### config.mk
export PLATFORM = sky130hd
export DESIGN_NAME = pfi_mul
export DESIGN_NICKNAME = d
export VERILOG_FILES = /design/src/rtl/pfi_pkg.sv /design/src/rtl/pfi_mul.sv
export SDC_FILE = /design/constraint.sdc
export NUM_CORES = 2
export LEC_CHECK = 0
export BUFFER_PORTS_ARGS = -buffer_cell sky130_fd_sc_hd__buf_4
export CORE_ASPECT_RATIO = 1.75
export CORE_MARGIN = 2
export CORE_UTILIZATION = 55
export CTS_BUF_LIST = sky130_fd_sc_hd__clkbuf_8
export DETAILED_ROUTE_END_ITERATION = 10
export PLACE_DENSITY_LB_ADDON = 0.1
export SYNTH_ARGS = -nofsm -noshare
export SYNTH_HDL_FRONTEND = slang
export SYNTH_SLANG_ARGS = --single-unit
### constraint.sdc
create_clock -name clk -period 8.4 [get_ports clk]
set_input_delay 0.84 -clock clk [delete_from_list [all_inputs] [get_ports clk]]
set_output_delay 0.84 -clock clk [all_outputs]
set_load 0.01 [all_outputs]
### src/rtl/pfi_pkg.sv
// Shared types, command codes and saturation helpers for the particle force integrator.
`default_nettype none

package pfi_pkg;

	localparam logic [3:0] CMD_CLEAR     = 4'd0;
	localparam logic [3:0] CMD_ADD       = 4'd1;
	localparam logic [3:0] CMD_DAMP      = 4'd2;
	localparam logic [3:0] CMD_REPEL     = 4'd3;
	localparam logic [3:0] CMD_ATTRACT   = 4'd4;
	localparam logic [3:0] CMD_CW        = 4'd5;
	localparam logic [3:0] CMD_CCW       = 4'd6;
	localparam logic [3:0] CMD_LOAD      = 4'd7;
	localparam logic [3:0] CMD_INTEGRATE = 4'd8;

	localparam logic [1:0] REG_DAMPING = 2'd0;
	localparam logic [1:0] REG_WIDTH   = 2'd1;
	localparam logic [1:0] REG_HEIGHT  = 2'd2;

	localparam logic [15:0] DAMPING_RESET = 16'd5898;
	localparam logic [15:0] WIDTH_RESET   = 16'd1024;
	localparam logic [15:0] HEIGHT_RESET  = 16'd768;

	localparam logic signed [31:0] SAT_MAX = 32'sh7FFF_FFFF;
	localparam logic signed [31:0] SAT_MIN = 32'sh8000_0000;

	// Request to the shared divider: remainder seed, low numerator bits
	// (shifted in from the top) and divisor, for a given number of steps.
	typedef struct packed {
		logic        start;
		logic [30:0] rem0;
		logic [30:0] lo;
		logic [30:0] den;
		logic [4:0]  steps;
	} div_req_t;

	function automatic logic signed [31:0] sat32(input logic signed [33:0] v);
		logic signed [31:0] r;
		if (v > 34'sd2147483647)
			r = SAT_MAX;
		else if (v < -34'sd2147483648)
			r = SAT_MIN;
		else
			r = v[31:0];
		return r;
	endfunction

	function automatic logic signed [31:0] sat_add(input logic signed [31:0] a,
		input logic signed [31:0] b);
		return sat32({{2{a[31]}}, a} + {{2{b[31]}}, b});
	endfunction

	function automatic logic signed [31:0] sat_sub(input logic signed [31:0] a,
		input logic signed [31:0] b);
		return sat32({{2{a[31]}}, a} - {{2{b[31]}}, b});
	endfunction

	function automatic logic signed [31:0] neg_sat(input logic signed [31:0] v);
		logic signed [31:0] r;
		if (v == SAT_MIN)
			r = SAT_MAX;
		else
			r = -v;
		return r;
	endfunction

endpackage

`default_nettype wire

### src/rtl/pfi_mul.sv
// Shared registered 33x33 signed multiplier.
`default_nettype none

module pfi_mul
	import pfi_pkg::*;
(
	input  wire logic               clk,
	input  wire logic signed [32:0] a,
	input  wire logic signed [32:0] b,
	output      logic signed [65:0] p_q
);

	always_ff @(posedge clk) begin
		p_q <= a * b;
	end

endmodule

`default_nettype wire

# --- Yosys cells after proc, flatten, opt, wreduce, memory -nomap -nowiden ---
# Cells that the tools add are included.
word_totals:
  mem_bits_rw: 0
  word_cells: 2
  romBits: 0
  latch_bits: 0
  output_inout_bits: 66
  in_bits: 67
  register_bits: 66
  mem_count: 0
classes:
  mux: 0
  n_shift: 0
  n_eq_ne: 0
  n_lt_le_gt_ge: 0
  addsub: 0
  div: 0
  bitwise_logic: 0
  n_mul: 1
  reduce_logical: 0
ops:
  columns: ["operator", "n"]
  rows:
  - ["33-bit by 33-bit multiplier with 66-bit output", 1]

# --- Logic depth before layout (Yosys ltp) ---
logic_depth:
  depth_word: 1
  depth_mapped: 27

# --- Least setup slack after synthesis ---
# No wires, ideal clock.
synth_timing:
  path_kind: "input to register"
  from: "input a[32]"
  to: "register p_q[62]"
  setup_time_ns: 0.079
  required_ns: 8.321
  path_buffers: 2
  arrival_ns: 7.997
  setup_slack_ns: 0.324
  stages: 23
  cell_sequence: "clkbuf_1 nand2_1 inv_1 fa_1 fa_1 fa_1 fa_1 fa_1 fa_1 fa_1 inv_1 fa_1 inv_1 ha_1 clkbuf_1 and3_1 nand3_1 nand2b_1 a2111oi_4 a211oi_4 a21o_2 a21o_1 a211oi_2"
synth_between:
  elab_chain_cells: 1
synth_rtl:
  columns: ["element", "line", "source"]
  rows:
  - ["start, declared", "pfi_mul.sv:8", "input wire logic signed [32:0] a,"]
  - ["33-bit by 33-bit multiplier with 66-bit output", "pfi_mul.sv:14", "p_q <= a * b;"]
  - ["end signal, assigned", "pfi_mul.sv:14", null]
  - ["end, declared", "pfi_mul.sv:10", "output logic signed [65:0] p_q"]
# No other way between the ends.

# --- Worst setup path after layout ---
layout_timing:
  from: "input b[9]"
  to: "register p_q[58]"
layout_between:
  elab_chain_cells: 1
layout_rtl:
  columns: ["element", "line", "source"]
  rows:
  - ["start, declared", "pfi_mul.sv:9", "input wire logic signed [32:0] b,"]
  - ["33-bit by 33-bit multiplier with 66-bit output", "pfi_mul.sv:14", null]
# No other way between the ends.

==> summary.txt <==
STA
  – Hold Fails Final Rpt: 0
  – Final setup viols: 0
  – Final max-slew violation count: 0
  – Final period utilization: 0.960
  – Setup tns final: 0 ps
  – FMAX: 124 MHz
  – Min cycle time layout: 8070 ps
  – Rel. slew slack: 0.420
  – Slew of the pin with the lowest slew margin: 863 ps
  – Unrepaired setup endpoints after global routing: false

CTS
  – H-tree levels: 3
  – CTS resizes: 0
  – Root Buffer Master: clkbuf_8
  – Post-CTS Setup Repair Bufs: 0
  – Hold-fix buffers, CTS: 0
  – Reg clk slew, reported paths: 100 ps
  – TritonCTS clock tree: built
  – CTS buffer count: 9
  – CTS Buffer Depth: 2
  – Clk sinks: 66

Yosys
  – Syn nets: 5767
  – Ys Warns: 0
  – Synth area leaders: fa_1, inv_1, and2_1
  – Post-Syn Instances: 4338
  – Seq/Total Area, Yosys: 0.0324
  – Largest area contributor in the netlist: fa_1
  – Yosys reg bits: 66
  – Post-synth ARST share: 0
  – Most used DFF post-synth: dfxtp_1
  – Synthesized area: 0.0407 mm^2
  – Post-synth EDFFs: 0
  – Mapped Avg Cell Area: 9.39 um^2
  – Unique masters post-synth: 80
  – Yosys top cell area share: 0.563

Min path
  – Worst hold start: b[0]
  – Worst min path class: input pin to flop

Setup path
  – Worst Setup EP: p_q[58]
  – Crit Path Category: input pin to flop
  – Crit path DAT: 8370 ps
  – Setup crit end kind: flop
  – Critical path startpoint: b[9]
  – Required time of the critical path: 8700 ps
  – Crit path max fanout: 16
  – Startpoint type of the worst setup path: input pin

Route
  – Vias/cell: 5.57
  – Remaining DRCs: 0
  – WL final: 129000 um
  – Drt initial violations: 1322
  – Post-DR wirelength/cell: 24.2 um
  – TritonRoute pass-1 iters: 7
  – Routed Antenna Nets: 0
  – Total number of vias: 29745

Placement
  – Dpl hpwl: 111000 um
  – # port buffers: 132
  – RD Place Congestion: 1.02

Cells and area
  – Syn-to-layout area delta: 6.43%
  – Largest registers: p_q: 66 flops
  – Max reg flops: 66
  – Commonest non-fill, non-tap cells in the layout: fa_1, inv_1, and2_1, nand2_1, buf_4
  – Nets: 5823
  – Largest Register: p_q
  – Fraction of layout cells with a size suffix above 1: 0.0725
  – Most common cell after layout, fill and taps aside: fa_1

Die
  – Rows: 132
  – Initial core utilization: 0.553
  – Top-Level Pins: 133
  – Die extent in y: 364 um
  – Core area: 0.0737 mm^2
  – Die ar.: 0.0763 mm^2
  – Die extent in x: 210 um

Global routing
  – Gr ovfl total: 0
  – Vias in the first global route: 34265
  – First-pass GRT wire length: 197000 um
  – Total track usage: 0.360
  – Initial antenna violation count: 6
  – Largest net degree at the start of global routing: 34

Run
  – # Max-Cap Violations: 0

Run status
  – Status: finished, final reports clean
[logic make-up after synthesis]
family / Yosys count / synth area share
AOI/OAI and AO/OA: 219 / 0.0407
xor gates and xnor gates: 68 / 0.0146
adders and majority gates: 1362 / 0.629
buffers and inverters: 1352 / 0.125
DFF: 66 / 0.0324
and+or+nand+nor: 1271 / 0.158
[critical path: stages]
cell	delay, ps
buf_4	300
buf_12	170
nand2_1	70
fa_1	520
fa_1	550
fa_1	550
inv_1	50
fa_1	480
fa_1	1000
fa_1	550
fa_1	490
inv_1	50
fa_1	470
inv_1	50
ha_1	310
a21oi_1	350
o21ai_1	170
a311o_1	310
a31o_1	270
a211oi_4	200
buf_4	190
a21oi_2	80
nor4b_2	260
a311oi_1	80
[stage by stage]
| step | instance area, um^2 | utilization | setup WS (ps) | hold slack, ps | cells |
|---|---|---|---|---|---|
| 2_1_floorplan | 40700 | - | 324 | 967 | 4338 |
| 3_3_place_gp | 43100 | 0.586 | 83.7 | 1230 | 5321 |
| 3_5_place_dp | 43100 | 0.586 | 96.6 | 1230 | 5321 |
| 4_1_cts | 43300 | 0.588 | 547 | 742 | 5337 |
| 5_1_grt | 43300 | 0.588 | 54.5 | 782 | 5341 |
| 6_report | 43400 | 0.589 | 335 | 791 | 5344 |
[final cells by class]
| type | count | area, um^2 |
|---|---|---|
| fillers | 6740 | 30300 |
| flip-flops and latches | 66 | 1320 |
| clock buffers | 9 | 124 |
| well taps | 938 | 1170 |
| clock inverters | 7 | 83.8 |
| multi-input cells | 2920 | 34300 |
| repair buffers | 266 | 2070 |
| inverters | 1131 | 4250 |
| diodes | 7 | 17.5 |
[cell usage after synthesis, types with 36 or more instances]
master,instances
a21oi_1,57
and2_1,562
clkbuf_1,208
dfxtp_1,66
xnor2_1,43
nand2_1,551
a21o_1,36
ha_1,217
nor2_1,68
fa_1,1145
inv_1,1131
[layer usage]
| metal | global-route usage | vias up | wire (um) |
|---|---|---|---|
| met4 | 0.404 | 2 | 18400 |
| met1 | 0.311 | 15588 | 35200 |
| met3 | 0.0454 | 634 | 4860 |
| li1 | - | 12442 | - |
| met5 | 0 | - | 9 |
| met2 | 0.668 | 1079 | 70900 |
[how the worst min path moves through the flow]
stage	endpoint	slack, ps	cells after the start
global route	p_q[0]	780	2
detailed placement	p_q[6]	1230	1
global placement	p_q[2]	1230	1
finish	p_q[0]	790	2
floorplan	p_q[0]	970	1
CTS	p_q[0]	740	2
Power is left out: the tool's default activity adds up to more than one toggle a clock period on the data nets, which glitch-free logic cannot reach.
