===== src/rtl/pfi_pkg.sv =====
// Shared types, command codes and saturation helpers for the particle force integrator.
`default_nettype none

package pfi_pkg;

	localparam logic [3:0] CMD_CLEAR     = 4'd0;
	localparam logic [3:0] CMD_ADD       = 4'd1;
	localparam logic [3:0] CMD_DAMP      = 4'd2;
	localparam logic [3:0] CMD_REPEL     = 4'd3;
	localparam logic [3:0] CMD_ATTRACT   = 4'd4;
	localparam logic [3:0] CMD_CW        = 4'd5;
	localparam logic [3:0] CMD_CCW       = 4'd6;
	localparam logic [3:0] CMD_LOAD      = 4'd7;
	localparam logic [3:0] CMD_INTEGRATE = 4'd8;

	localparam logic [1:0] REG_DAMPING = 2'd0;
	localparam logic [1:0] REG_WIDTH   = 2'd1;
	localparam logic [1:0] REG_HEIGHT  = 2'd2;

	localparam logic [15:0] DAMPING_RESET = 16'd5898;
	localparam logic [15:0] WIDTH_RESET   = 16'd1024;
	localparam logic [15:0] HEIGHT_RESET  = 16'd768;

	localparam logic signed [31:0] SAT_MAX = 32'sh7FFF_FFFF;
	localparam logic signed [31:0] SAT_MIN = 32'sh8000_0000;

	// Request to the shared divider: remainder seed, low numerator bits
	// (shifted in from the top) and divisor, for a given number of steps.
	typedef struct packed {
		logic        start;
		logic [30:0] rem0;
		logic [30:0] lo;
		logic [30:0] den;
		logic [4:0]  steps;
	} div_req_t;

	function automatic logic signed [31:0] sat32(input logic signed [33:0] v);
		logic signed [31:0] r;
		if (v > 34'sd2147483647)
			r = SAT_MAX;
		else if (v < -34'sd2147483648)
			r = SAT_MIN;
		else
			r = v[31:0];
		return r;
	endfunction

	function automatic logic signed [31:0] sat_add(input logic signed [31:0] a,
		input logic signed [31:0] b);
		return sat32({{2{a[31]}}, a} + {{2{b[31]}}, b});
	endfunction

	function automatic logic signed [31:0] sat_sub(input logic signed [31:0] a,
		input logic signed [31:0] b);
		return sat32({{2{a[31]}}, a} - {{2{b[31]}}, b});
	endfunction

	function automatic logic signed [31:0] neg_sat(input logic signed [31:0] v);
		logic signed [31:0] r;
		if (v == SAT_MIN)
			r = SAT_MAX;
		else
			r = -v;
		return r;
	endfunction

endpackage

`default_nettype wire


===== src/rtl/pfi_sqrt.sv =====
// Bit-serial integer square root, one result bit per cycle.
`default_nettype none

module pfi_sqrt
	import pfi_pkg::*;
(
	input  wire logic        clk,
	input  wire logic        arst_n,
	input  wire logic        start,
	input  wire logic [61:0] radicand,
	output      logic        busy,
	output      logic [30:0] root_q
);

	logic [61:0] rad_q;
	logic [32:0] rem_q;
	logic [4:0]  cnt_q;
	logic [34:0] r2;
	logic [34:0] trial;
	logic        fit;

	assign r2    = {rem_q, rad_q[61:60]};
	assign trial = {2'b00, root_q, 2'b01};
	assign fit   = r2 >= trial;

	always_ff @(posedge clk or negedge arst_n) begin
		if (!arst_n) begin
			busy  <= 1'b0;
			cnt_q <= '0;
		end else if (start) begin
			busy  <= 1'b1;
			cnt_q <= 5'd31;
		end else if (busy) begin
			cnt_q <= cnt_q - 5'd1;
			if (cnt_q == 5'd1)
				busy <= 1'b0;
		end
	end

	always_ff @(posedge clk) begin
		if (start) begin
			rad_q  <= radicand;
			rem_q  <= '0;
			root_q <= '0;
		end else if (busy) begin
			rad_q <= {rad_q[59:0], 2'b00};
			if (fit) begin
				rem_q  <= 33'(r2 - trial);
				root_q <= {root_q[29:0], 1'b1};
			end else begin
				rem_q  <= r2[32:0];
				root_q <= {root_q[29:0], 1'b0};
			end
		end
	end

endmodule

`default_nettype wire


===== config.mk =====
export PLATFORM = sky130hd
export DESIGN_NAME = pfi_sqrt
export DESIGN_NICKNAME = d
export VERILOG_FILES = /design/src/rtl/pfi_pkg.sv /design/src/rtl/pfi_sqrt.sv
export SDC_FILE = /design/constraint.sdc
export NUM_CORES = 1
export LEC_CHECK = 0
export BUFFER_PORTS_ARGS = -buffer_cell sky130_fd_sc_hd__buf_2
export CORE_ASPECT_RATIO = 1.4
export CORE_MARGIN = 2
export CORE_UTILIZATION = 53
export DETAILED_ROUTE_END_ITERATION = 16
export GPL_ROUTABILITY_DRIVEN = 0
export PLACE_DENSITY = 0.81
export SLEW_MARGIN = 20
export SYNTH_ARGS = -nofsm -noshare
export SYNTH_HDL_FRONTEND = slang
export SYNTH_SLANG_ARGS = --single-unit

===== constraint.sdc =====
create_clock -name clk -period 2.5 [get_ports clk]
set_clock_uncertainty 0.1 [all_clocks]
set_input_delay 0.375 -clock clk [delete_from_list [all_inputs] [get_ports clk]]
set_output_delay 0.375 -clock clk [all_outputs]
set_load 0.1 [all_outputs]

== Yosys cells after proc, flatten, opt, wreduce, memory -nomap -nowiden ==
Cells that the tools add are included.

* Register bits: 132
* Bits of input ports: 65
* Output and inout bits: 32
* Word-level logic and storage cells: 19

* Add/sub/neg operators: 2
* Order comparisons: 1
* Eq/ne operators: 1
* Multiplexer cells: 9
* Reductions and logical operators: 1

{| class="wikitable"
|+ Operators with widths
! cell !! count
|-
| 2-to-1 mux 62 bit || 2
|-
| greater-or-equal comparator 35 x 33 -> 1 bit || 1
|-
| 2-to-1 mux 33 bit || 1
|-
| subtractor 33 bit || 1
|-
| 2-to-1 mux 5 bit || 2
|-
| == test 5 x 1 -> 1 bit, second input constant || 1
|-
| subtractor 5 x 1 -> 5 bit, second input constant || 1
|-
| 2-to-1 mux 1 bit || 4
|-
| nonzero test 2 bit || 1
|}

== Longest topological paths before layout ==
Gate-level depths: netlist of run 1.

* Depth after elaboration: 4
* Depth in mapped cells: 13
* Gate-level depth less buffers: 10

== Least setup slack after synthesis of run 1 ==
Ideal clock, no wire load.

* Path type: register -> register
* Start: register root_q[5]
* End: register rem_q[30]
* Library setup time: 0.116 ns
* Arrival time: 3.326 ns
* Data required time: 2.284 ns
* Setup slack: -1.042 ns
* Cell stages (with the launch flop): 14
* Path buffers: 3
* Cell sequence: dfxtp_1 inv_1 ha_1 buf_4 and3_1 and3_4 nand2_1 o2111a_1 o41a_1 o21bai_2 buf_6 buf_12 o31ai_1 a31o_2

* Longest elaborated chain between the ends: 2
* Elaborated cells on any way between the ends: 3
* Classes of those cells: add/sub (1); order compare (1); mux (1)

{| class="wikitable"
|+ Ends and longest elaborated chain
! what !! line !! RTL
|-
| start, declared || pfi_sqrt.sv:12 || <nowiki>output logic [30:0] root_q</nowiki>
|-
| start signal, assigned || pfi_sqrt.sv:49 || <nowiki>root_q <= {root_q[29:0], 1'b1};</nowiki>
|-
| start signal, assigned || pfi_sqrt.sv:52 || <nowiki>root_q <= {root_q[29:0], 1'b0};</nowiki>
|-
| subtractor 33 bit / greater-or-equal comparator 35 x 33 -> 1 bit (equally long branches) || pfi_sqrt.sv:48, pfi_sqrt.sv:24 ||
|-
| 2-to-1 mux 33 bit * || pfi_sqrt.sv:47 || <nowiki>if (fit) begin</nowiki>
|-
| end signal, assigned || pfi_sqrt.sv:48 || <nowiki>rem_q <= 33'(r2 - trial);</nowiki>
|-
| end signal, assigned || pfi_sqrt.sv:51 || <nowiki>rem_q <= r2[32:0];</nowiki>
|-
| end, declared || pfi_sqrt.sv:16 || <nowiki>logic [32:0] rem_q;</nowiki>
|}

Mark *: on every way between the ends. The rest lies on a longest branch, timed or not.
A chain may end at the register's enable or synchronous reset.

== Final worst setup path of run 1 ==
* Start: register root_q[0]
* End: register rem_q[28]

The elaborated chain is that of the path after synthesis.

==> flow_summary.toml, run 1 <==
[run_status]
status = "finished, violations left"
violations = "setup timing"

[layout]
area_growth_pct = 38.8
antenna_cells = 0
drive_above_1_share_pct = 45.7
nets = 1075
n_fill_cell = 904
final_cell_mix = "buf_4, buf_2, nor2_1"
mostFrequentLayoutCell = "buf_4"

[sta]
final-hold-violation-count = 0
slew-limit-headroom_pct = 50.4
max_freq_mhz = 346
drv_slew = 0
rsz0062_at_grt = "true"
period_share_pct = 116
worst_slew_pin_slew_ns = 0.744
finalCriticalPeriod_ns = 2.89
finalSetupViolCount = 34
fin_ws_ns = -0.392
fin_setup_tns_ns = -10.49

[yosys]
synthFlopType = "dfxtp_1"
yosysSeqAreaShare_pct = 43.7
syn-cell-area_sq_um = 7540
syn_inst = 738
synthArstFlopShare_pct = 4.55
syn_area_per_cell_sq_um = 10.2
ys_warn_count = 0
synth-seq-cells = 132
synth_edf_count = 62
synthesis.nets = 838
synth.distinct_cells = 61

[power]
p_sw_mw = 5.14
p_per_area_nw_per_um2 = 1270
clkPwrFrac_pct = 19.3
combPwrFrac_pct = 59.6
vdd_drop_max_mv = 0.696
seqPwrFrac_pct = 21.1
power_mw = 13.3
switching_share_pct = 38.5
power.internal_mw = 8.19
power.leakage_nw = 4.75

[setup_path]
end_kind = "flop"
cp_max_fo = 8
start_kind = "flop"
crit_path_frequent_cell = "buf_12"
slowest_stage = "o41a_1"
r2r-end = "rem_q[28]"
crit_path_start = "root_q[0]"
endpoint = "rem_q[28]"
ff2ff_setup_slack_ns = -0.39
slowest_delay_ns = 0.38
crit_chain = "inv_1, ha_4, buf_4, o21ai_2, a22oi_2, nand2_2, o2111a_1, o41a_1, o21bai_4, buf_12, buf_12, mux2i_4, a211oi_2"
critPathKind = "reg -> reg"
reg2reg_from = "root_q[0]"
r2r_cells = 13
cp.required_ns = 2.68
arrival_ns = 3.07

[routing]
first_pass_iters = 7
drt-initial-drc-count = 427
vias_per_cell = 5.78
drt_wl_total_um = 20900
vias = 6775
detail_route.wl_per_cell_um = 17.8
postRouteAntennaNets = 0
drc_errors = 0

[place]
post-place-ws_ns = -0.492
portBuffers = 96
dpl.hpwl_um = 13500

[grt]
antenna_found_initial = 0
grt_overflow_total = 0
grt_pass1_vias = 6955
grt_start_max_net_pins = 123
gr-usage-all-layers_pct = 27.1
grt_pass1_wl_um = 32900

[die]
die_w_um = 105
start_util_pct = 54.2
dieArea_sq_um = 15200
ios = 97
core_sq_um = 13900
std_cell_rows = 51
die_h_um = 145

[clock_tree]
ctsRootBufferMaster = "clkbuf_16"
htreeDepth = 4
cts_tree = "built"
clk_transition_reported_paths_ns = 0.06
cts_sinks = 132
worstSkewPairLatency_ns = 0.43
cts-buffers-inserted = 17
cts_buffer_depth = 2

[flow_run]
maxCapViolations = 0

[hold_path]
hold_class = "in -> reg"
==> worst min path at each step <==
| stage | start | end | depth (start not counted) |
|---|---|---|---|
| global route | radicand[22] | rad_q[22] | 2 |
| finish | radicand[0] | rad_q[0] | 2 |
| global placement | arst_n | cnt_q[4] | 1 |
| floorplan | arst_n | cnt_q[0] | 0 |
| CTS | radicand[0] | rad_q[0] | 2 |
| detailed placement | arst_n | busy | 1 |
==> Yosys cell counts (all sizes together), types with 3 or more instances <==
cell	count	area [sq um]
o21bai	5	41.3
xor2	9	78.8
inv	42	158
a21o	13	97.6
ha	35	438
nor3	15	86.3
dfrtp	6	150
clkbuf	20	76.3
a31oi	7	43.8
o21ai	30	150
buf	24	156
mux2i	61	611
nor2	70	263
o31ai	4	30.0
a2111oi	4	35.0
nand3	10	50.1
dfxtp	64	1280
a22oi	3	27.5
mux2	60	676
nor2b	5	31.3
a211oi	21	158
nor4	5	31.3
nand2	50	193
o41ai	6	60.1
xnor2	23	201
a21oi	36	180
nand2b	13	81.3
edfxtp	62	1860
nand4	9	62.6
a31o	3	26.3
==> per-stage QoR <==
| step | cell area (sq um) | hold WS, ns | util [%] | std cells |
|---|---|---|---|---|
| final | 10500 | 0.132 | 75.2 | 1173 |
| after detailed placement | 9400 | 0.111 | 67.5 | 1126 |
| after CTS | 10300 | 0.119 | 74.3 | 1168 |
| after global routing | 10500 | 0.136 | 75.2 | 1173 |
| after global placement | 9400 | 0.109 | 67.5 | 1126 |
| after floorplan | 7770 | -0.0206 | - | 738 |
==> worst max-delay path, delay by kind of cell (launching register included) <==
kind,cells,cell delay [ns]
simple gates,1,0.08
buf+inv,4,0.48
compound gates,6,1.23
flops,1,0.34
mux,1,0.25
fa+ha+maj,1,0.28
==> final cells by class <==
class                   count  area (sq um)  area share, %
multi-input cells         520          4260           40.8
flip-flops and latches    132          3390           32.4
repair buffers            262          1810           17.3
clock buffers              18           429           4.10
well taps                 185           231           2.21
clock inverters            14           179           1.71
inverters                  42           161           1.54
==> sequential cells by signal, summed over array words and instances (netlist names) <==
register / count
busy: 1
rem_q: 33
rad_q: 62
cnt_q: 5
root_q: 31
==> power by group through the flow <==
| stage | clock (mW) | combinational, mW | sequential (mW) |
|---|---|---|---|
| final | 2.57 | 7.95 | 2.82 |
| after CTS | 2.60 | 7.55 | 2.79 |
| after floorplan | 0 | 4.26 | 2.92 |
| after global routing | 2.71 | 8.47 | 2.84 |
| after global placement | 0 | 6.42 | 2.79 |
| after detailed placement | 0 | 6.58 | 2.81 |
==> logic make-up (layout without fill, tap and decap cells) <==
| kind of cell | after synthesis | count (layout) | synth area share, % |
|---|---|---|---|
| AO/OA/AOI/OAI | 146 | 146 | 13.0 |
| XOR/XNOR | 32 | 32 | 3.72 |
| adder cells (fa/ha/maj) | 35 | 35 | 5.81 |
| buffers and inverters | 86 | 336 | 5.18 |
| flip-flops | 132 | 132 | 43.7 |
| multiplexers | 121 | 121 | 17.1 |
| AND/OR/NAND/NOR | 186 | 186 | 11.6 |
==> routing by layer <==
metal,vias up,global-route usage [%],share of wire [%]
met5,-,0,0
met4,0,18.5,6.8
met3,100,5.39,5.2
met2,290,48.6,52
met1,3222,27.9,36
li1,3163,-,-
==> what timing repair did <==
action | CTS | global route
pin swaps | 15 | 21
hold buffers | 1 | 0
setup endpoints to repair | 34 | 34
cloned | 2 | 0
endpoints found under the hold margin | 6 | 0
buffers inserted | 7 | 9
resized for setup | 45 | 28
Power figures use the tool's default switching activity.
==> inputs of run 2 (changes only) <==
Settings changed: CORE_UTILIZATION 53 to 25, PLACE_DENSITY 0.81 to 0.46.
==> run 2 against run 1 <==
Effect of this change:
- global-route usage fell by 13 points
- critical endpoint unchanged
- the run still ends with setup timing left
- final area rose by 2.6%
- register-to-register slack improved by 0.10 ns
- flip-flop and latch count did not move
- first-iteration DRC count fell by 56%
- die area rose by 110%
- total power fell by 3.4%
- worst hold slack got worse by 0.028 ns
- critical path depth fell by 1
- combinational power fell by 2.9%
==> flow_summary.toml, run 2 (synthesis results as in run 1) <==
[run_status]
status = "finished, violations left"
violations = "setup timing"

[power]
p_per_area_nw_per_um2 = 1200
power.internal_mw = 7.96
clkPwrFrac_pct = 18.5
power_mw = 12.9
seqPwrFrac_pct = 21.6
power.leakage_nw = 4.80
p_sw_mw = 4.92
combPwrFrac_pct = 59.9
switching_share_pct = 38.2
vdd_drop_max_mv = 0.601

[sta]
final-hold-violation-count = 0
rsz0062_at_grt = "true"
slew-limit-headroom_pct = 54.5
drv_slew = 0
finalSetupViolCount = 33
fin_ws_ns = -0.290
worst_slew_pin_slew_ns = 0.682
finalCriticalPeriod_ns = 2.79
period_share_pct = 112
max_freq_mhz = 358

[routing]
vias_per_cell = 4.53
vias = 6304
drt-initial-drc-count = 186
first_pass_iters = 4
drt_wl_total_um = 21700
drc_errors = 0
postRouteAntennaNets = 0
detail_route.wl_per_cell_um = 15.6

[layout]
largest_reg_flops = 62
reg_top3 = "rad_q x62, rem_q x33, root_q x31"
multi_input_comb_area_sq_um = 4190
stdcell_count = 1393
top_register = "rad_q"
seqCellArea_sq_um = 3390
nets = 1095
area_growth_pct = 42.5
final_cell_mix = "buf_4, buf_2, nor2_1"
design_area_sq_um = 10700
drive_above_1_share_pct = 45.5
n_fill_cell = 3097
mostFrequentLayoutCell = "buf_4"
antenna_cells = 0

[setup_path]
slowest_stage = "o41a_1"
ff2ff_setup_slack_ns = -0.29
arrival_ns = 2.99
cp_max_fo = 5
critPathKind = "reg -> reg"
end_kind = "flop"
start_kind = "flop"
cp.required_ns = 2.70
crit_chain = "inv_2, ha_4, nand4_4, nor3_4, nand2_1, o2111a_1, o41a_1, o21bai_4, buf_8, buf_12, mux2i_2, a211oi_2"
slowest_delay_ns = 0.37

[clock_tree]
worstSkewPairLatency_ns = 0.43
htreeDepth = 4
cts_sinks = 132
cts_buffer_depth = 2
cts_tree = "built"
clk_transition_reported_paths_ns = 0.07
ctsRootBufferMaster = "clkbuf_16"
cts-buffers-inserted = 17

[grt]
grtUsageMet1_pct = 15.0
grt_pass1_wl_um = 34400
grt_overflow_total = 0
grt.busiest_layer = "met2"
grt_pass1_vias = 6659
use_met3_pct = 4.09
use_met2_pct = 25.8
grt_start_max_net_pins = 48
antenna_found_initial = 2
gr-usage-all-layers_pct = 14.1

[hold_path]
hold_class = "in -> reg"

[die]
ios = 97
dieArea_sq_um = 31600
start_util_pct = 25.3
die_h_um = 209
die_w_um = 151
std_cell_rows = 75
core_sq_um = 29800

[flow_run]
maxCapViolations = 0

[place]
dpl_cell_area_sq_um = 9820
portBuffers = 96
dpl.hpwl_um = 16100
placed_cells = 1349
==> run 2: power groups by stage <==
stage / clock network, mW / registers [mW] / logic (mW)
2_1_floorplan: 0 / 2.92 / 4.26
3_3_place_gp: 0 / 2.80 / 6.99
3_5_place_dp: 0 / 2.80 / 7.00
4_1_cts: 2.45 / 2.79 / 7.69
5_1_grt: 2.53 / 2.83 / 8.42
6_report: 2.38 / 2.79 / 7.72
==> run 2: metrics by stage <==
stage	setup TNS (ns)	setup slack (ns)	utilization (%)	hold slack [ns]
after global routing	-11.51	-0.395	36.0	0.102
after global placement	-14.97	-0.495	32.9	0.111
after CTS	-8.78	-0.320	35.8	0.0888
final	-7.57	-0.290	36.0	0.104
after detailed placement	-15.14	-0.494	32.9	0.112
after floorplan	-13.10	-0.433	-	-0.0206
==> run 2: critical path, delay by kind of cell (launching register included) <==
kind                     cells  cell delay, ns
adder cells (fa/ha/maj)      1            0.30
AO/OA/AOI/OAI                4            0.97
buffers and inverters        3            0.31
flip-flops                   1            0.34
AND/OR/NAND/NOR              3            0.43
multiplexers                 1            0.20
==> run 2: routing by layer <==
metal | vias up | wire length [um]
met5 | - | 24
met1 | 2957 | 8700
met3 | 35 | 913
met4 | 4 | 530
met2 | 114 | 11500
li1 | 3194 | -
==> run 2: repair_timing <==
item,4_1_cts,5_1_grt
hold buffers,1,0
resized for setup,40,16
pin swaps,5,3
gates cloned,1,0
buffers inserted,10,1
hold endpoints to repair,6,0
setup endpoints to repair,34,34
==> run 2: area by class of cell <==
| type | count | area share (%) |
|---|---|---|
| multi-input combinational | 520 | 39.1 |
| sequential | 132 | 31.6 |
| timing repair buffer | 282 | 18.3 |
| clock inverter | 13 | 1.05 |
| inverter | 42 | 1.50 |
| clock buffer | 19 | 4.03 |
| tap | 385 | 4.49 |
==> run 2: worst paths after layout <==
kind                             from         to  cells past startpoint
setup / recovery           root_q[12]  rem_q[28]                     12
hold / removal                  start   rem_q[3]                      2
setup reg to reg           root_q[12]  rem_q[28]                     12
hold reg to reg             rem_q[27]  rem_q[27]                      2
max in group asynchronous      arst_n       busy                      2
min in group asynchronous      arst_n       busy                      2
==> inputs of run 3 (changes only) <==
Settings changed: SKIP_CTS_REPAIR_TIMING from default to 1.
==> run 3 against run 2 <==
Effect of this change:
- the run still ends with setup timing left
- flip-flop and latch count did not move
- sequential share of layout area is 0.15 points lower
- via count up 0.44%
- core utilization grew 0.18 points
- total power rose by 1.7%
- largest cell class unchanged
- highest routed layer unchanged
==> flow_summary.toml, run 3 (synthesis results as in run 1) <==
[clock_tree]
worstSkewPairLatency_ns = 0.43
ctsRootBufferMaster = "clkbuf_16"
cts_tree = "built"
cts_buffer_depth = 2
cts-buffers-inserted = 17
cts_sinks = 132
clk_transition_reported_paths_ns = 0.07
htreeDepth = 4

[grt]
antenna_found_initial = 2
grt_pass1_vias = 6556
grt_pass1_wl_um = 33700
grt_overflow_total = 0
gr-usage-all-layers_pct = 13.8
grt_start_max_net_pins = 48

[die]
ios = 97
die_w_um = 151
die_h_um = 209
core_sq_um = 29800
std_cell_rows = 75
dieArea_sq_um = 31600
start_util_pct = 25.3

[setup_path]
cp.required_ns = 2.68
slowest_delay_ns = 0.48
r2r_cells = 13
arrival_ns = 3.10
start_kind = "flop"
cp_max_fo = 6
end_kind = "flop"
slowest_stage = "o41a_1"
crit_chain = "inv_1, ha_4, nand2_4, buf_4, nor2_1, a2111oi_4, o2111a_1, o41a_1, o21bai_4, buf_12, clkbuf_16, mux2i_1, a211oi_1"
critPathKind = "reg -> reg"

[sta]
fin_ws_ns = -0.428
rsz0062_at_grt = "true"
holdWs_ns = 0.108
drv_slew = 0
period_share_pct = 117
finalSetupViolCount = 34
slew-limit-headroom_pct = 54.6
max_freq_mhz = 342
final-hold-violation-count = 0
worst_slew_pin_slew_ns = 0.681
finalCriticalPeriod_ns = 2.93

[run_status]
violations = "setup timing"
status = "finished, violations left"

[layout]
area_growth_pct = 43.2
drive_above_1_share_pct = 45.1
top_register = "rad_q"
antenna_cells = 0
mostFrequentLayoutCell = "buf_4"
final_cell_mix = "buf_4, buf_2, nor2_1"
reg_top3 = "rad_q x62, rem_q x33, root_q x31"
nets = 1093
largest_reg_flops = 62

[routing]
vias_per_cell = 4.55
drt-initial-drc-count = 191
vias = 6332
postRouteAntennaNets = 0
drt_wl_total_um = 21900
detail_route.wl_per_cell_um = 15.8
drc_errors = 0
first_pass_iters = 4

[power]
vdd_drop_max_mv = 0.496
power.leakage_nw = 4.81
p_per_area_nw_per_um2 = 1210

[place]
post-place-ws_ns = -0.494
portBuffers = 96
dpl.hpwl_um = 16100

[flow_run]
maxCapViolations = 0

[hold_path]
whs_path_depth = 2
hold_class = "in -> reg"
==> run 3: per-layer routing <==
metal  routed length (um)  part of all wire, %  GRT usage (%)
met4                  633                  2.9           5.48
met3                  900                  4.1           4.02
met2                11500                   53           25.4
met1                 8830                   40           14.6
met5                   24                 0.11              0
==> run 3: report_power, final <==
| group | switching, mW | total, mW | internal (mW) |
|---|---|---|---|
| clock network | 1.02 | 2.38 | 1.36 |
| logic | 3.79 | 7.94 | 4.15 |
| registers | 0.198 | 2.79 | 2.59 |
| total | 5.01 | 13.1 | 8.10 |
==> run 3: final timing paths <==
kind                            start         to  slack [ns]
max in group asynchronous      arst_n       busy        1.93
min in group asynchronous      arst_n       busy        0.20
hold reg to reg             rem_q[27]  rem_q[27]        0.39
setup reg to reg           root_q[15]  rem_q[11]       -0.43
setup / recovery           root_q[15]  rem_q[11]       -0.43
hold / removal                  start   rem_q[3]        0.11
==> run 3: critical path, delay by kind of cell, from the launching register on <==
family / cells / cell delay [ns]
and+or+nand+nor: 2 / 0.32
AOI/OAI and AO/OA: 5 / 1.03
DFF: 1 / 0.34
muxes: 1 / 0.19
adders and majority gates: 1 / 0.28
buffers and inverters: 4 / 0.51
==> run 3: cell type report <==
type / instances / area, sq um
Multi-Input combinational cell: 520 / 4220
Clock buffer: 19 / 433
Sequential cell: 132 / 3390
Fill cell: 3087 / 19000
Clock inverter: 13 / 113
Timing Repair Buffer: 280 / 1990
Tap cell: 385 / 482
Inverter: 42 / 161
==> run 3: metrics by stage <==
| step | TNS, ns | std cells | util (%) | total power, mW | cell area [sq um] |
|---|---|---|---|---|---|
| finish | -12.11 | 1391 | 36.2 | 13.1 | 10800 |
| detailed placement | -15.14 | 1349 | 32.9 | 9.81 | 9820 |
| CTS | -15.49 | 1381 | 34.7 | 12.3 | 10400 |
| global placement | -14.97 | 1349 | 32.9 | 9.79 | 9820 |
| floorplan | -13.10 | 738 | - | 7.17 | 7770 |
| global route | -15.46 | 1391 | 36.2 | 14.0 | 10800 |
