<file path="src/rtl/pfi_pkg.sv">
// Shared types, command codes and saturation helpers for the particle force integrator.
`default_nettype none

package pfi_pkg;

	localparam logic [3:0] CMD_CLEAR     = 4'd0;
	localparam logic [3:0] CMD_ADD       = 4'd1;
	localparam logic [3:0] CMD_DAMP      = 4'd2;
	localparam logic [3:0] CMD_REPEL     = 4'd3;
	localparam logic [3:0] CMD_ATTRACT   = 4'd4;
	localparam logic [3:0] CMD_CW        = 4'd5;
	localparam logic [3:0] CMD_CCW       = 4'd6;
	localparam logic [3:0] CMD_LOAD      = 4'd7;
	localparam logic [3:0] CMD_INTEGRATE = 4'd8;

	localparam logic [1:0] REG_DAMPING = 2'd0;
	localparam logic [1:0] REG_WIDTH   = 2'd1;
	localparam logic [1:0] REG_HEIGHT  = 2'd2;

	localparam logic [15:0] DAMPING_RESET = 16'd5898;
	localparam logic [15:0] WIDTH_RESET   = 16'd1024;
	localparam logic [15:0] HEIGHT_RESET  = 16'd768;

	localparam logic signed [31:0] SAT_MAX = 32'sh7FFF_FFFF;
	localparam logic signed [31:0] SAT_MIN = 32'sh8000_0000;

	// Request to the shared divider: remainder seed, low numerator bits
	// (shifted in from the top) and divisor, for a given number of steps.
	typedef struct packed {
		logic        start;
		logic [30:0] rem0;
		logic [30:0] lo;
		logic [30:0] den;
		logic [4:0]  steps;
	} div_req_t;

	function automatic logic signed [31:0] sat32(input logic signed [33:0] v);
		logic signed [31:0] r;
		if (v > 34'sd2147483647)
			r = SAT_MAX;
		else if (v < -34'sd2147483648)
			r = SAT_MIN;
		else
			r = v[31:0];
		return r;
	endfunction

	function automatic logic signed [31:0] sat_add(input logic signed [31:0] a,
		input logic signed [31:0] b);
		return sat32({{2{a[31]}}, a} + {{2{b[31]}}, b});
	endfunction

	function automatic logic signed [31:0] sat_sub(input logic signed [31:0] a,
		input logic signed [31:0] b);
		return sat32({{2{a[31]}}, a} - {{2{b[31]}}, b});
	endfunction

	function automatic logic signed [31:0] neg_sat(input logic signed [31:0] v);
		logic signed [31:0] r;
		if (v == SAT_MIN)
			r = SAT_MAX;
		else
			r = -v;
		return r;
	endfunction

endpackage

`default_nettype wire

</file>
<file path="src/rtl/pfi_div.sv">
// Shared restoring divider, one quotient bit per cycle.
`default_nettype none

module pfi_div
	import pfi_pkg::*;
(
	input  wire logic        clk,
	input  wire logic        arst_n,
	input  wire div_req_t    req,
	output      logic        busy,
	output      logic [30:0] quot_q
);

	logic [30:0] rem_q;
	logic [30:0] lo_q;
	logic [30:0] den_q;
	logic [4:0]  cnt_q;
	logic [31:0] t;
	logic        fit;

	assign t   = {rem_q, lo_q[30]};
	assign fit = t >= {1'b0, den_q};

	always_ff @(posedge clk or negedge arst_n) begin
		if (!arst_n) begin
			busy  <= 1'b0;
			cnt_q <= '0;
		end else if (req.start) begin
			busy  <= 1'b1;
			cnt_q <= req.steps;
		end else if (busy) begin
			cnt_q <= cnt_q - 5'd1;
			if (cnt_q == 5'd1)
				busy <= 1'b0;
		end
	end

	always_ff @(posedge clk) begin
		if (req.start) begin
			rem_q  <= req.rem0;
			lo_q   <= req.lo;
			den_q  <= req.den;
			quot_q <= '0;
		end else if (busy) begin
			lo_q <= {lo_q[29:0], 1'b0};
			if (fit) begin
				rem_q  <= 31'(t - {1'b0, den_q});
				quot_q <= {quot_q[29:0], 1'b1};
			end else begin
				rem_q  <= t[30:0];
				quot_q <= {quot_q[29:0], 1'b0};
			end
		end
	end

endmodule

`default_nettype wire

</file>
<file path="config.mk">
export PLATFORM = sky130hd
export DESIGN_NAME = pfi_div
export DESIGN_NICKNAME = d
export VERILOG_FILES = /design/src/rtl/pfi_pkg.sv /design/src/rtl/pfi_div.sv
export SDC_FILE = /design/constraint.sdc
export NUM_CORES = 1
export LEC_CHECK = 0
export ABC_CLOCK_PERIOD_IN_PS = 4600
export CAP_MARGIN = 10
export CORE_MARGIN = 2
export CORE_UTILIZATION = 31
export CTS_CLUSTER_SIZE = 40
export DETAILED_ROUTE_END_ITERATION = 10
export DONT_BUFFER_PORTS = 1
export SYNTH_ARGS = -nofsm -noshare
export SYNTH_HDL_FRONTEND = slang
export SYNTH_SLANG_ARGS = --single-unit
</file>
<file path="constraint.sdc">
create_clock -name clk -period 4.6 [get_ports clk]
set_clock_uncertainty 0.1 [all_clocks]
set_input_delay 0.46 -clock clk [delete_from_list [all_inputs] [get_ports clk]]
set_output_delay 0.46 -clock clk [all_outputs]
set_load 0.03 [all_outputs]
</file>
**Word level (Yosys, flattened, before mapping)**

Cells that the tools add are included.
W data, S select, Z words.

- Word-level logic and storage cells: 22
- Register bits after elaboration: 130
- Bits of input ports: 101
- Output and inout bits: 32

- Add/subtract/negate cells: 2
- Equality and inequality tests: 1
- $lt $le $gt $ge: 1
- Multiplexer cells: 11
- Reduce and logical (&&, ||, !) cells: 1

Operator list:

| cell | count |
|---|---|
| $mux W31 | 5 |
| $ge A32 B31 Y1 | 1 |
| $sub A31 B31 Y31 | 1 |
| $mux W5 | 2 |
| $eq A5 B1 Y1 const B | 1 |
| $sub A5 B1 Y5 const B | 1 |
| $mux W1 | 4 |
| $reduce_bool A2 Y1 | 1 |

**Depth between registers and ports, before layout**

Gate-level depths: netlist of run 1.

- Depth in word-level cells: 4
- Mapped depth: 13
- Gate-level depth less buffers: 11

**Least setup slack after synthesis of run 1**

No wires, ideal clock.

- Path kind: reg2reg
- From: register lo_q[30]
- To: register rem_q[10] (data pin)
- Slack: 1.636 ns
- Cell stages (with the launch flop): 13
- Arrival: 2.604 ns
- Library setup time: 0.260 ns
- Path buffers: 1
- Required time: 4.240 ns
- Clock period less this slack: 2.964 ns
- Path through: edfxtp_1 inv_1 ha_1 fa_1 nor2b_1 o21ai_0 a21oi_2 o21ai_4 o2111ai_1 and2_4 buf_6 mux2_4 mux2_2

- Cells in the longest elaborated chain, start to end: 4
- Elaborated cells on any way between the ends: 5
- Classes of those cells: add/sub (1); order compare (1); mux (3)

RTL lines:

| element | RTL line | text |
|---|---|---|
| start: declaration | pfi_div.sv:15 | `logic [30:0] lo_q;` |
| start signal: assignment | pfi_div.sv:41 | `lo_q <= req.lo;` |
| start signal: assignment | pfi_div.sv:45 | `lo_q <= {lo_q[29:0], 1'b0};` |
| $sub A31 B31 Y31 or $ge A32 B31 Y1 (tied branches) | pfi_div.sv:47, pfi_div.sv:22 |  |
| $mux W31 (*) | pfi_div.sv:46 | `if (fit) begin` |
| $mux W31 (*) | pfi_div.sv:44 | `end else if (busy) begin` |
| $mux W31 (*) | pfi_div.sv:39 | `if (req.start) begin` |
| end signal: assignment | pfi_div.sv:40 | `rem_q <= req.rem0;` |
| end signal: assignment | pfi_div.sv:47 | `rem_q <= 31'(t - {1'b0, den_q});` |
| end signal: assignment | pfi_div.sv:50 | `rem_q <= t[30:0];` |
| end: declaration | pfi_div.sv:14 | `logic [30:0] rem_q;` |

Every way passes the cells marked *; elsewhere a longest branch is shown, timed or not. The select of a mux whose other input is x is not followed.
A chain may end at the register's enable or synchronous reset.

**Worst setup path after layout of run 1**

- From: register lo_q[30]
- To: register rem_q[3] (data pin)

Same word-level chain as after synthesis.

==> impl_metrics.csv, run 1 <==
group,metric,value,unit
run_status,status,"finished clean",
hold_path,hp-class,"in -> reg",
critical_path,cp_slowest_cell,"and2_4",
place,port_buffers,0,
grt,track_usage,0.1357,
clock_tree,cts.clk_slew.worst_paths,0.07,ns
synthesis,synth_edf_count,93,
die,die_x,155.2,um
route,drt_iter0_drc,211,
power_and_ir_drop,switchingPower,1945,uW
synthesis,synth_common_cells,"93 x edfxtp_1, 51 x mux2_2, 49 x a21oi_1, 43 x nor2_1, 40 x inv_1",
synthesis,synth_fp_nets,751,
power_and_ir_drop,ir_worst_vdd,285.4,uV
sta,hold_viol_final,0,
sta,fin_crit,3.366,ns
synthesis,yosysTopAreaCellShare,0.3941,
critical_path,cp-start-kind,"flip-flop",
cells_and_area,area_delta_synth_final,12.33,%
place,place_area,7348,um^2
route,drtPass1Iterations,4,
route,drc,0,
critical_path,crit_arrival,3.44,ns
die,die_area,24080,um^2
clock_tree,htreeDepth,4,
power_and_ir_drop,powerDensity,675.5,nW/um^2
sta,rsz0062_at_grt,"false",
grt,grt_pass1_wl,25310,um
critical_path,end_kind,"flip-flop",
clock_tree,cts_tree,"built",
sta,fin_crit_sh,0.7317,
route,ant_nets,0,
power_and_ir_drop,p_seq_frac,0.316,
grt,antenna_found_initial,6,
critical_path,cp_max_fo,30,
power_and_ir_drop,p_comb_frac,0.436,
grt,grt-ovfl-total,0,
die,initial_core_util,0.3139,
route,routed_via_density,4.967,
place,dp_hpwl,10810,um
die,design.core.area,22570,um^2
synthesis,netlist_area,7086,um^2
synthesis,avgSynthCellArea,11.50,um^2
critical_path,crit_type,"reg -> reg",
clock_tree,cts_root_buf,"clkbuf_16",
critical_path,r2r_slack,1.23,ns
critical_path,slowest_delay,0.50,ns
synthesis,yosys_most_used_dff,"edfxtp_1",
critical_path,crit_chain,"inv_1 -> ha_1 -> fa_1 -> nor2b_1 -> o21ai_0 -> a21oi_2 -> o21ai_4 -> o2111ai_1 -> and2_4 -> mux2_2 -> mux2_2",
route,num_vias,4555,
sta,clock.fmax,0.2971,GHz
synthesis,ys_warn_count,0,
synthesis,yosysUniqueCellTypes,66,
sta,worst_hold_slack,0.02813,ns
synthesis,yosys_register_bits,130,
clock_tree,clkSinkCount,130,
sta,setup-tns-final,0,ns
route,wl,15880,um
clock_tree,cts_buffer_depth,2,
route,routedWlPerCell,17.32,um
flow_run,maxCapViolCount,0,
cells_and_area,fin_area,7959,um^2
grt,grt_pass1_vias,4635,
sta,slew_headroom,0.5418,
power_and_ir_drop,switching_share,0.3618,
critical_path,cpMostUsedCell,"mux2_2",
synthesis,synth_cells,616,
cells_and_area,fillCellCount,2267,
clock_tree,cts_buffers,17,
die,die_h,155.2,um
sta,maxSlewViolCount,0,
synthesis,yosys.area.top_type,"edfxtp_1",
place,routabilityCongestion,0.8388,
power_and_ir_drop,p_int,3431,uW
die,row_count,55,
synthesis,synth_most_common_cell,"edfxtp_1",
power_and_ir_drop,p_leak,0.003293,uW
sta,worst_slew_pin_slew,0.6873,ns
clock_tree,clk_latency,0.42,ns
cells_and_area,drive_gt1_frac,0.1781,
synthesis,seq_area_frac_synth,0.5029,
critical_path,required,4.67,ns
die,ios,133,
synthesis,async_flop_share,0.04615,
synthesis,synth_area_leaders,"edfxtp_1 39%, dfxtp_1 8.8%, mux2_2 8.1%",
grt,grt_max_degree,155,
sta,setup_viol,0,
cells_and_area,fin_nets,751,
power_and_ir_drop,pwr-share-clk,0.248,
[registers in the layout (all words and copies together), names as in the netlist]
name,cells
rem_q,31
busy,1
lo_q,31
den_q,31
quot_q,31
cnt_q,5
[critical path, delay by kind of cell (launching register included)]
family | cells | cell delay (ns)
DFF | 1 | 0.34
muxes | 2 | 0.63
and+or+nand+nor | 2 | 0.66
buffers and inverters | 1 | 0.05
adders and majority gates | 2 | 0.60
AOI/OAI and AO/OA | 4 | 0.72
[through the flow]
stage | cells | setup slack (ns) | power (uW) | util
2_1_floorplan | 616 | 1.636 | 3663 | -
3_3_place_gp | 879 | 1.282 | 4031 | 0.3256
3_5_place_dp | 879 | 1.243 | 4052 | 0.3256
4_1_cts | 912 | 1.218 | 5432 | 0.3514
5_1_grt | 914 | 1.023 | 5767 | 0.3523
6_report | 917 | 1.234 | 5376 | 0.3526
[path summary, 6_finish.rpt]
check,from,endpoint,depth (start not counted)
setup / recovery,lo_q[30],rem_q[3],11
hold / removal,req[14],den_q[9],0
setup reg to reg,lo_q[30],rem_q[3],11
hold reg to reg,lo_q[22],lo_q[23],1
max in group asynchronous,arst_n,busy,1
min in group asynchronous,arst_n,cnt_q[1],1
[placed cells by master, fill, tap and decap left out, types with 12 or more instances in the layout]
cell type	count
o21ai_0	18
mux2_2	51
nand2_1	30
nor2_1	43
edfxtp_1	93
clkbuf_16	18
a21o_1	12
a21oi_1	49
xnor2_1	16
dfxtp_1	31
ha_1	33
mux2i_1	33
inv_1	40
[power by group through the flow]
stage          logic (uW)  clock network [uW]  registers, uW
2_1_floorplan        1990                   0           1670
3_3_place_gp         2310                   0           1720
3_5_place_dp         2340                   0           1710
4_1_cts              2360                1380           1700
5_1_grt              2610                1430           1730
6_report             2340                1330           1700
[metal layers]
metal | GRT usage | part of all wire
met2 | 0.2028 | 0.43
met5 | 0 | 0.0019
met4 | 0.05111 | 0.019
met1 | 0.1695 | 0.46
met3 | 0.06602 | 0.089
[kinds of logic after synthesis]
logic type	share of synthesized area
DFF	0.5029
muxes	0.1489
and+or+nand+nor	0.09659
buffers and inverters	0.03885
AOI/OAI and AO/OA	0.1196
adders and majority gates	0.06110
xor gates and xnor gates	0.03214
[cell type report]
type                            count  area [um^2]  share of cell area
Antenna cell                        3        7.507           0.0009432
Clock buffer                       19        464.2             0.05832
Clock inverter                     13        108.9             0.01368
Inverter                           40        150.1             0.01886
Multi-Input combinational cell    420         3247              0.4080
Sequential cell                   130         3565              0.4479
Tap cell                          285        356.6             0.04480
Timing Repair Buffer                7        60.06            0.007546
[repair_timing]
item                                   in CTS  in global routing
resized for setup                           0                  0
buffers inserted                            0                  0
hold buffers                                1                  2
endpoints found under the hold margin       6                  2
Note: power is estimated with default switching activity, not from simulation.
==> inputs of run 2 (changes only) <==
Settings changed: ABC_CLOCK_PERIOD_IN_PS 4600 to 3150.
Clock period 4.6 ns to 3.15 ns, I/O delays scaled along.
==> impl_metrics.csv, run 2 (synthesis results as in run 1) <==
group,metric,value,unit
cells_and_area,mostFrequentLayoutCell,"edfxtp_1",
cells_and_area,drive_gt1_frac,0.2193,
cells_and_area,diodes,0,
critical_path,cp_max_fo,8,
power_and_ir_drop,p_leak,0.003810,uW
power_and_ir_drop,p_seq_frac,0.285,
critical_path,crit_arrival,3.10,ns
die,die_h,155.2,um
sta,hold_viol_final,0,
critical_path,cp_slowest_cell,"edfxtp_1",
run_status,status,"finished clean",
critical_path,crit_chain,"ha_4 -> buf_4 -> a21oi_4 -> nand2_2 -> a211o_1 -> o21ai_4 -> o2111ai_2 -> and2_4 -> buf_12 -> mux2_4 -> mux2_2",
place,placed_cells,907,
critical_path,cp-start-kind,"flip-flop",
place,port_buffers,0,
route,wl,17350,um
power_and_ir_drop,power.total,8765,uW
cells_and_area,fillCellCount,2180,
grt,track_usage,0.1461,
power_and_ir_drop,ir_worst_vdd,428.3,uV
cells_and_area,area_delta_synth_final,28.68,%
route,routed_via_density,4.953,
clock_tree,clkSinkCount,130,
grt,grt_pass1_vias,5187,
power_and_ir_drop,pwr-share-clk,0.233,
die,ios,133,
route,drtPass1Iterations,4,
critical_path,required,3.21,ns
route,drt_iter0_drc,188,
cells_and_area,fin_area,9117,um^2
route,ant_nets,0,
critical_path,slowest_delay,0.43,ns
cells_and_area,post-route-util,0.4039,
power_and_ir_drop,switching_share,0.3521,
route,num_vias,5047,
sta,setup-tns-final,0,ns
cells_and_area,layout.cells.most_common_list,"93 x edfxtp_1, 74 x dlygate4sd3_1, 51 x mux2_2",
clock_tree,cts_tree,"built",
clock_tree,cts.clk_slew.worst_paths,0.06,ns
grt,antenna_found_initial,1,
place,place_area,7596,um^2
die,die_area,24080,um^2
flow_run,maxCapViolCount,0,
critical_path,crit_type,"reg -> reg",
grt,grt_pass1_wl,27510,um
clock_tree,clk_latency,0.42,ns
die,design.core.area,22570,um^2
sta,fin_crit_sh,0.9649,
power_and_ir_drop,p_comb_frac,0.482,
clock_tree,cts_buffer_depth,2,
clock_tree,cts_root_buf,"clkbuf_16",
clock_tree,cts_buffers,17,
die,row_count,55,
hold_path,hp-class,"in -> reg",
critical_path,end_kind,"flip-flop",
route,drc,0,
place,routabilityCongestion,0.8064,
place,dp_hpwl,11300,um
sta,setup_viol,0,
die,initial_core_util,0.3139,
sta,worst_slew_pin_slew,0.5172,ns
route,routedWlPerCell,17.03,um
sta,clock.fmax,0.3290,GHz
sta,fin_crit,3.040,ns
power_and_ir_drop,powerDensity,961.4,nW/um^2
die,die_x,155.2,um
grt,grt_max_degree,89,
grt,grt-ovfl-total,0,
clock_tree,htreeDepth,4,
sta,slew_headroom,0.6552,
power_and_ir_drop,switchingPower,3086,uW
sta,maxSlewViolCount,0,
power_and_ir_drop,p_int,5679,uW
cells_and_area,fin_cells,1019,
cells_and_area,fin_nets,856,
run 2: cell types whose count changed in the layout (fill, tap and decap cells not counted), moves of 2 or more:
cell	delta
buf_4	+29
clkinv_2	-2
buf_12	+3
ha_4	+2
clkbuf_16	+3
ha_1	-3
a21oi_1	-3
a21oi_2	+3
o21ai_2	+2
dlygate4sd3_1	+71
diode_2	-3
run 2: layer usage:
layer | track usage | wire [um]
met5 | 0 | 13
met4 | 0.04675 | 198
met3 | 0.05097 | 1202
met2 | 0.2332 | 8031
met1 | 0.1863 | 7908
run 2: worst paths after layout:
path                       slack, ns        end  depth (start not counted)      from
setup / recovery                0.11  rem_q[12]                         11  rem_q[7]
hold / removal                  0.02   lo_q[29]                          1   req[65]
setup reg to reg                0.11  rem_q[12]                         11  rem_q[7]
hold reg to reg                 0.45    lo_q[7]                          1   lo_q[6]
max in group asynchronous       2.62       busy                          1    arst_n
min in group asynchronous       0.09   cnt_q[3]                          1    arst_n
run 2: per-stage QoR:
step / setup slack, ns / hold slack [ns]
final: 0.1104 / 0.01822
after global routing: -0.002395 / 0.001646
after CTS: 0.02079 / 0.0003362
after detailed placement: -0.04333 / -0.08039
after global placement: 0.02114 / -0.08048
after floorplan: 0.1856 / -0.08059
run 2: critical path: cells and delay by family, from the launching register on:
family | cells | cell delay (ns)
adder cells (fa/ha/maj) | 1 | 0.28
multiplexers | 2 | 0.55
buffers and inverters | 2 | 0.29
flip-flops | 1 | 0.43
AND/OR/NAND/NOR | 2 | 0.31
AO/OA/AOI/OAI | 4 | 0.82
run 2: final cells by class:
class,instances,area [um^2],area share
Clock buffer,21,514.2,0.05640
Multi-Input combinational cell,420,3332,0.3654
Sequential cell,130,3565,0.3910
Timing Repair Buffer,112,1101,0.1208
Clock inverter,11,98.84,0.01084
Inverter,40,150.1,0.01647
Tap cell,285,356.6,0.03911
run 2: what timing repair did:
action	4_1_cts	5_1_grt
buffers inserted	1	3
gates cloned	0	1
pin swaps	2	3
hold buffers	75	0
endpoints found under the hold margin	137	0
gates resized for setup	1	18
setup endpoints to repair	8	27
run 2: power groups by stage:
stage	clock, uW	combinational (uW)	sequential (uW)
floorplan	0	2900	2440
global placement	0	3810	2530
detailed placement	0	3840	2520
CTS	2110	3980	2500
global route	2170	4640	2550
finish	2040	4220	2500
==> inputs of run 3 (changes only) <==
Settings changed: ABC_AREA set to 1, PLACE_DENSITY_LB_ADDON set to 0.1.
==> impl_metrics.csv, run 3 <==
group,metric,value,unit
synthesis,synth-xor-area-share,0.01976,
die,row_count,58,
route,drt_iter0_drc,326,
clock_tree,clk_latency,0.43,ns
critical_path,end_kind,"flip-flop",
sta,fin_crit_sh,0.8598,
critical_path,crit_type,"reg -> reg",
synthesis,netlist_area,7979,um^2
route,drtPass1Iterations,5,
route,wl,23370,um
sta,fin_crit,2.708,ns
synthesis,ys_warn_count,0,
power_and_ir_drop,pwr-share-clk,0.239,
route,ant_nets,0,
critical_path,crit_arrival,2.79,ns
cells_and_area,fin_nets,1300,
power_and_ir_drop,ir_worst_vdd,309.4,uV
clock_tree,cts_resized,0,
grt,antenna_found_initial,1,
synthesis,synth_fa_ha_area_frac,0.05426,
power_and_ir_drop,p_int,4673,uW
synthesis,seq_area_frac_synth,0.4466,
sta,setup_viol,0,
clock_tree,cts_buffer_depth,2,
sta,maxSlewViolCount,0,
cells_and_area,layout.cells.most_common_list,"433 x nand2_1, 195 x inv_1, 99 x dlygate4sd3_1",
place,preCtsSetupSlack,0.4521,ns
critical_path,cp_slowest_cell,"fa_1",
synthesis,yosys_most_used_dff,"edfxtp_1",
synthesis,synth_area_leaders,"edfxtp_1 35%, nand2_1 20%, inv_1 9.2%",
power_and_ir_drop,switching_share,0.4297,
synthesis,synth_compound_area_frac,0.04265,
cells_and_area,mostFrequentLayoutCell,"nand2_1",
synthesis,synth_top_family_by_area,"simple AND/OR/NAND/NOR gates",
critical_path,required,3.23,ns
place,placed_cells,1375,
cells_and_area,fin_cells,1509,
die,die_x,164.4,um
critical_path,cp_max_fo,32,
critical_path,crit_buf_inv,1,
power_and_ir_drop,p_leak,0.004813,uW
critical_path,cp-start-kind,"flip-flop",
critical_path,critical_path.top_delay_family,"simple AND/OR/NAND/NOR gates",
synthesis,yosys_register_bits,130,
sta,worst_slew_pin_slew,0.7411,ns
die,die_h,164.4,um
power_and_ir_drop,p_seq_frac,0.295,
critical_path,slowest_delay,0.42,ns
synthesis,yosys.area.top_type,"edfxtp_1",
sta,hold_viol_final,0,
place,routabilityCongestion,0.8147,
grt,grt_max_degree,63,
critical_path,cpMostUsedCell,"nand2_1",
synthesis,yosysUniqueCellTypes,36,
synthesis,synth_common_cells,"433 x nand2_1, 196 x inv_1, 93 x edfxtp_1, 63 x nand3_1, 41 x nor2_1",
sta,setup_slack,0.4416,ns
sta,slew_headroom,0.5059,
synthesis,synth_edf_count,93,
cells_and_area,post-route-util,0.3919,
route,routed_via_density,4.524,
synthesis,synth_fp_nets,1202,
grt,grt-ovfl-total,0,
flow_run,maxCapViolCount,0,
power_and_ir_drop,p_comb_frac,0.466,
grt,grt_pass1_wl,37180,um
synthesis,avgSynthCellArea,7.478,um^2
power_and_ir_drop,switchingPower,3521,uW
grt,track_usage,0.1797,
clock_tree,cts_tree,"built",
clock_tree,cts_root_buf,"clkbuf_16",
synthesis,synth-simple-area-share,0.3226,
die,initial_core_util,0.3159,
critical_path,r2r_slack,0.44,ns
cells_and_area,area_delta_synth_final,24.06,%
clock_tree,clkSinkCount,130,
clock_tree,cts_buffers,17,
synthesis,synthMuxAreaShare,0,
place,port_buffers,0,
route,drc,0,
place,dp_hpwl,15580,um
critical_path,crit_chain,"ha_1 -> fa_1 -> inv_1 -> nand2_1 -> nand2_1 -> nand3_1 -> nand2_2 -> nand2_2 -> nand3_2 -> nand2_4 -> nand2_4 -> nand3_1 -> nand2_1 -> nand2_1",
cells_and_area,fin_area,9898,um^2
place,place_area,8293,um^2
route,routedWlPerCell,15.48,um
run_status,status,"finished clean",
route,num_vias,6827,
grt,grt_pass1_vias,6997,
power_and_ir_drop,powerDensity,827.8,nW/um^2
sta,setup-tns-final,0,ns
clock_tree,htreeDepth,4,
sta,clock.fmax,0.3692,GHz
cells_and_area,fillCellCount,2685,
die,die_area,27040,um^2
die,design.core.area,25250,um^2
die,ios,133,
synthesis,async_flop_share,0.04615,
clock_tree,cts.clk_slew.worst_paths,0.07,ns
synthesis,synth_most_common_cell,"nand2_1",
hold_path,hp-class,"in -> reg",
cells_and_area,drive_gt1_frac,0.05942,
synthesis,synth_cells,1067,
synthesis,yosysTopAreaCellShare,0.3500,
sta,rsz0062_at_grt,"false",
[run 3: path summary, 6_finish.rpt]
check	from	to	cells after the start
min reg2reg	lo_q[22]	lo_q[23]	2
min	req[78]	rem_q[11]	2
max reg2reg	den_q[0]	rem_q[28]	14
min in group asynchronous	arst_n	cnt_q[2]	1
max in group asynchronous	arst_n	cnt_q[3]	1
max	den_q[0]	rem_q[28]	14
[run 3: power groups by stage]
stage,sequential (uW),combinational (uW),clock (uW)
detailed placement,2450,3690,0
floorplan,2400,2910,0
global placement,2450,3690,0
global route,2460,4410,2070
CTS,2420,3850,2020
finish,2420,3820,1960
[run 3: kinds of logic after synthesis]
group,count (synthesis)
buffers and inverters,231
flip-flops,130
AO/OA/AOI/OAI,55
XOR/XNOR,18
adder cells (fa/ha/maj),34
AND/OR/NAND/NOR,599
[run 3: final cells by class]
| class | instances | area, um^2 | share of cell area |
|---|---|---|---|
| sequential | 130 | 3563 | 0.3600 |
| antenna | 1 | 2.502 | 0.0002528 |
| tap | 330 | 412.9 | 0.04171 |
| multi-input combinational | 706 | 3505 | 0.3541 |
| inverter | 202 | 759.5 | 0.07673 |
| clock buffer | 17 | 425.4 | 0.04298 |
| timing repair buffer | 108 | 1091 | 0.1102 |
| clock inverter | 15 | 138.9 | 0.01403 |
[run 3: worst register-to-register path: cells and delay by family, from the launching register on]
| family | cells | cell delay, ns |
|---|---|---|
| adders and majority gates | 2 | 0.64 |
| buffers and inverters | 1 | 0.12 |
| DFF | 1 | 0.39 |
| and+or+nand+nor | 11 | 1.24 |
[run 3: timing repair]
action,4_1_cts,5_1_grt
hold buffers,101,0
hold endpoints to repair,134,0
buffers inserted,0,0
setup endpoints to repair,0,0
[run 3: routing by layer]
layer | up-vias | wire (um) | track usage
met1 | 3098 | 11230 | 0.2426
met5 | - | 0 | 0
met2 | 177 | 10570 | 0.2929
met3 | 21 | 1276 | 0.03767
met4 | 0 | 291 | 0.04783
li1 | 3531 | - | -
[run 3: stage by stage]
| stage | hold slack [ns] | power [uW] |
|---|---|---|
| after floorplan | -0.08059 | 5309 |
| after global placement | -0.08025 | 6137 |
| after detailed placement | -0.08020 | 6141 |
| after CTS | 0.02243 | 8288 |
| after global routing | 0.03642 | 8934 |
| final | 0.03834 | 8194 |
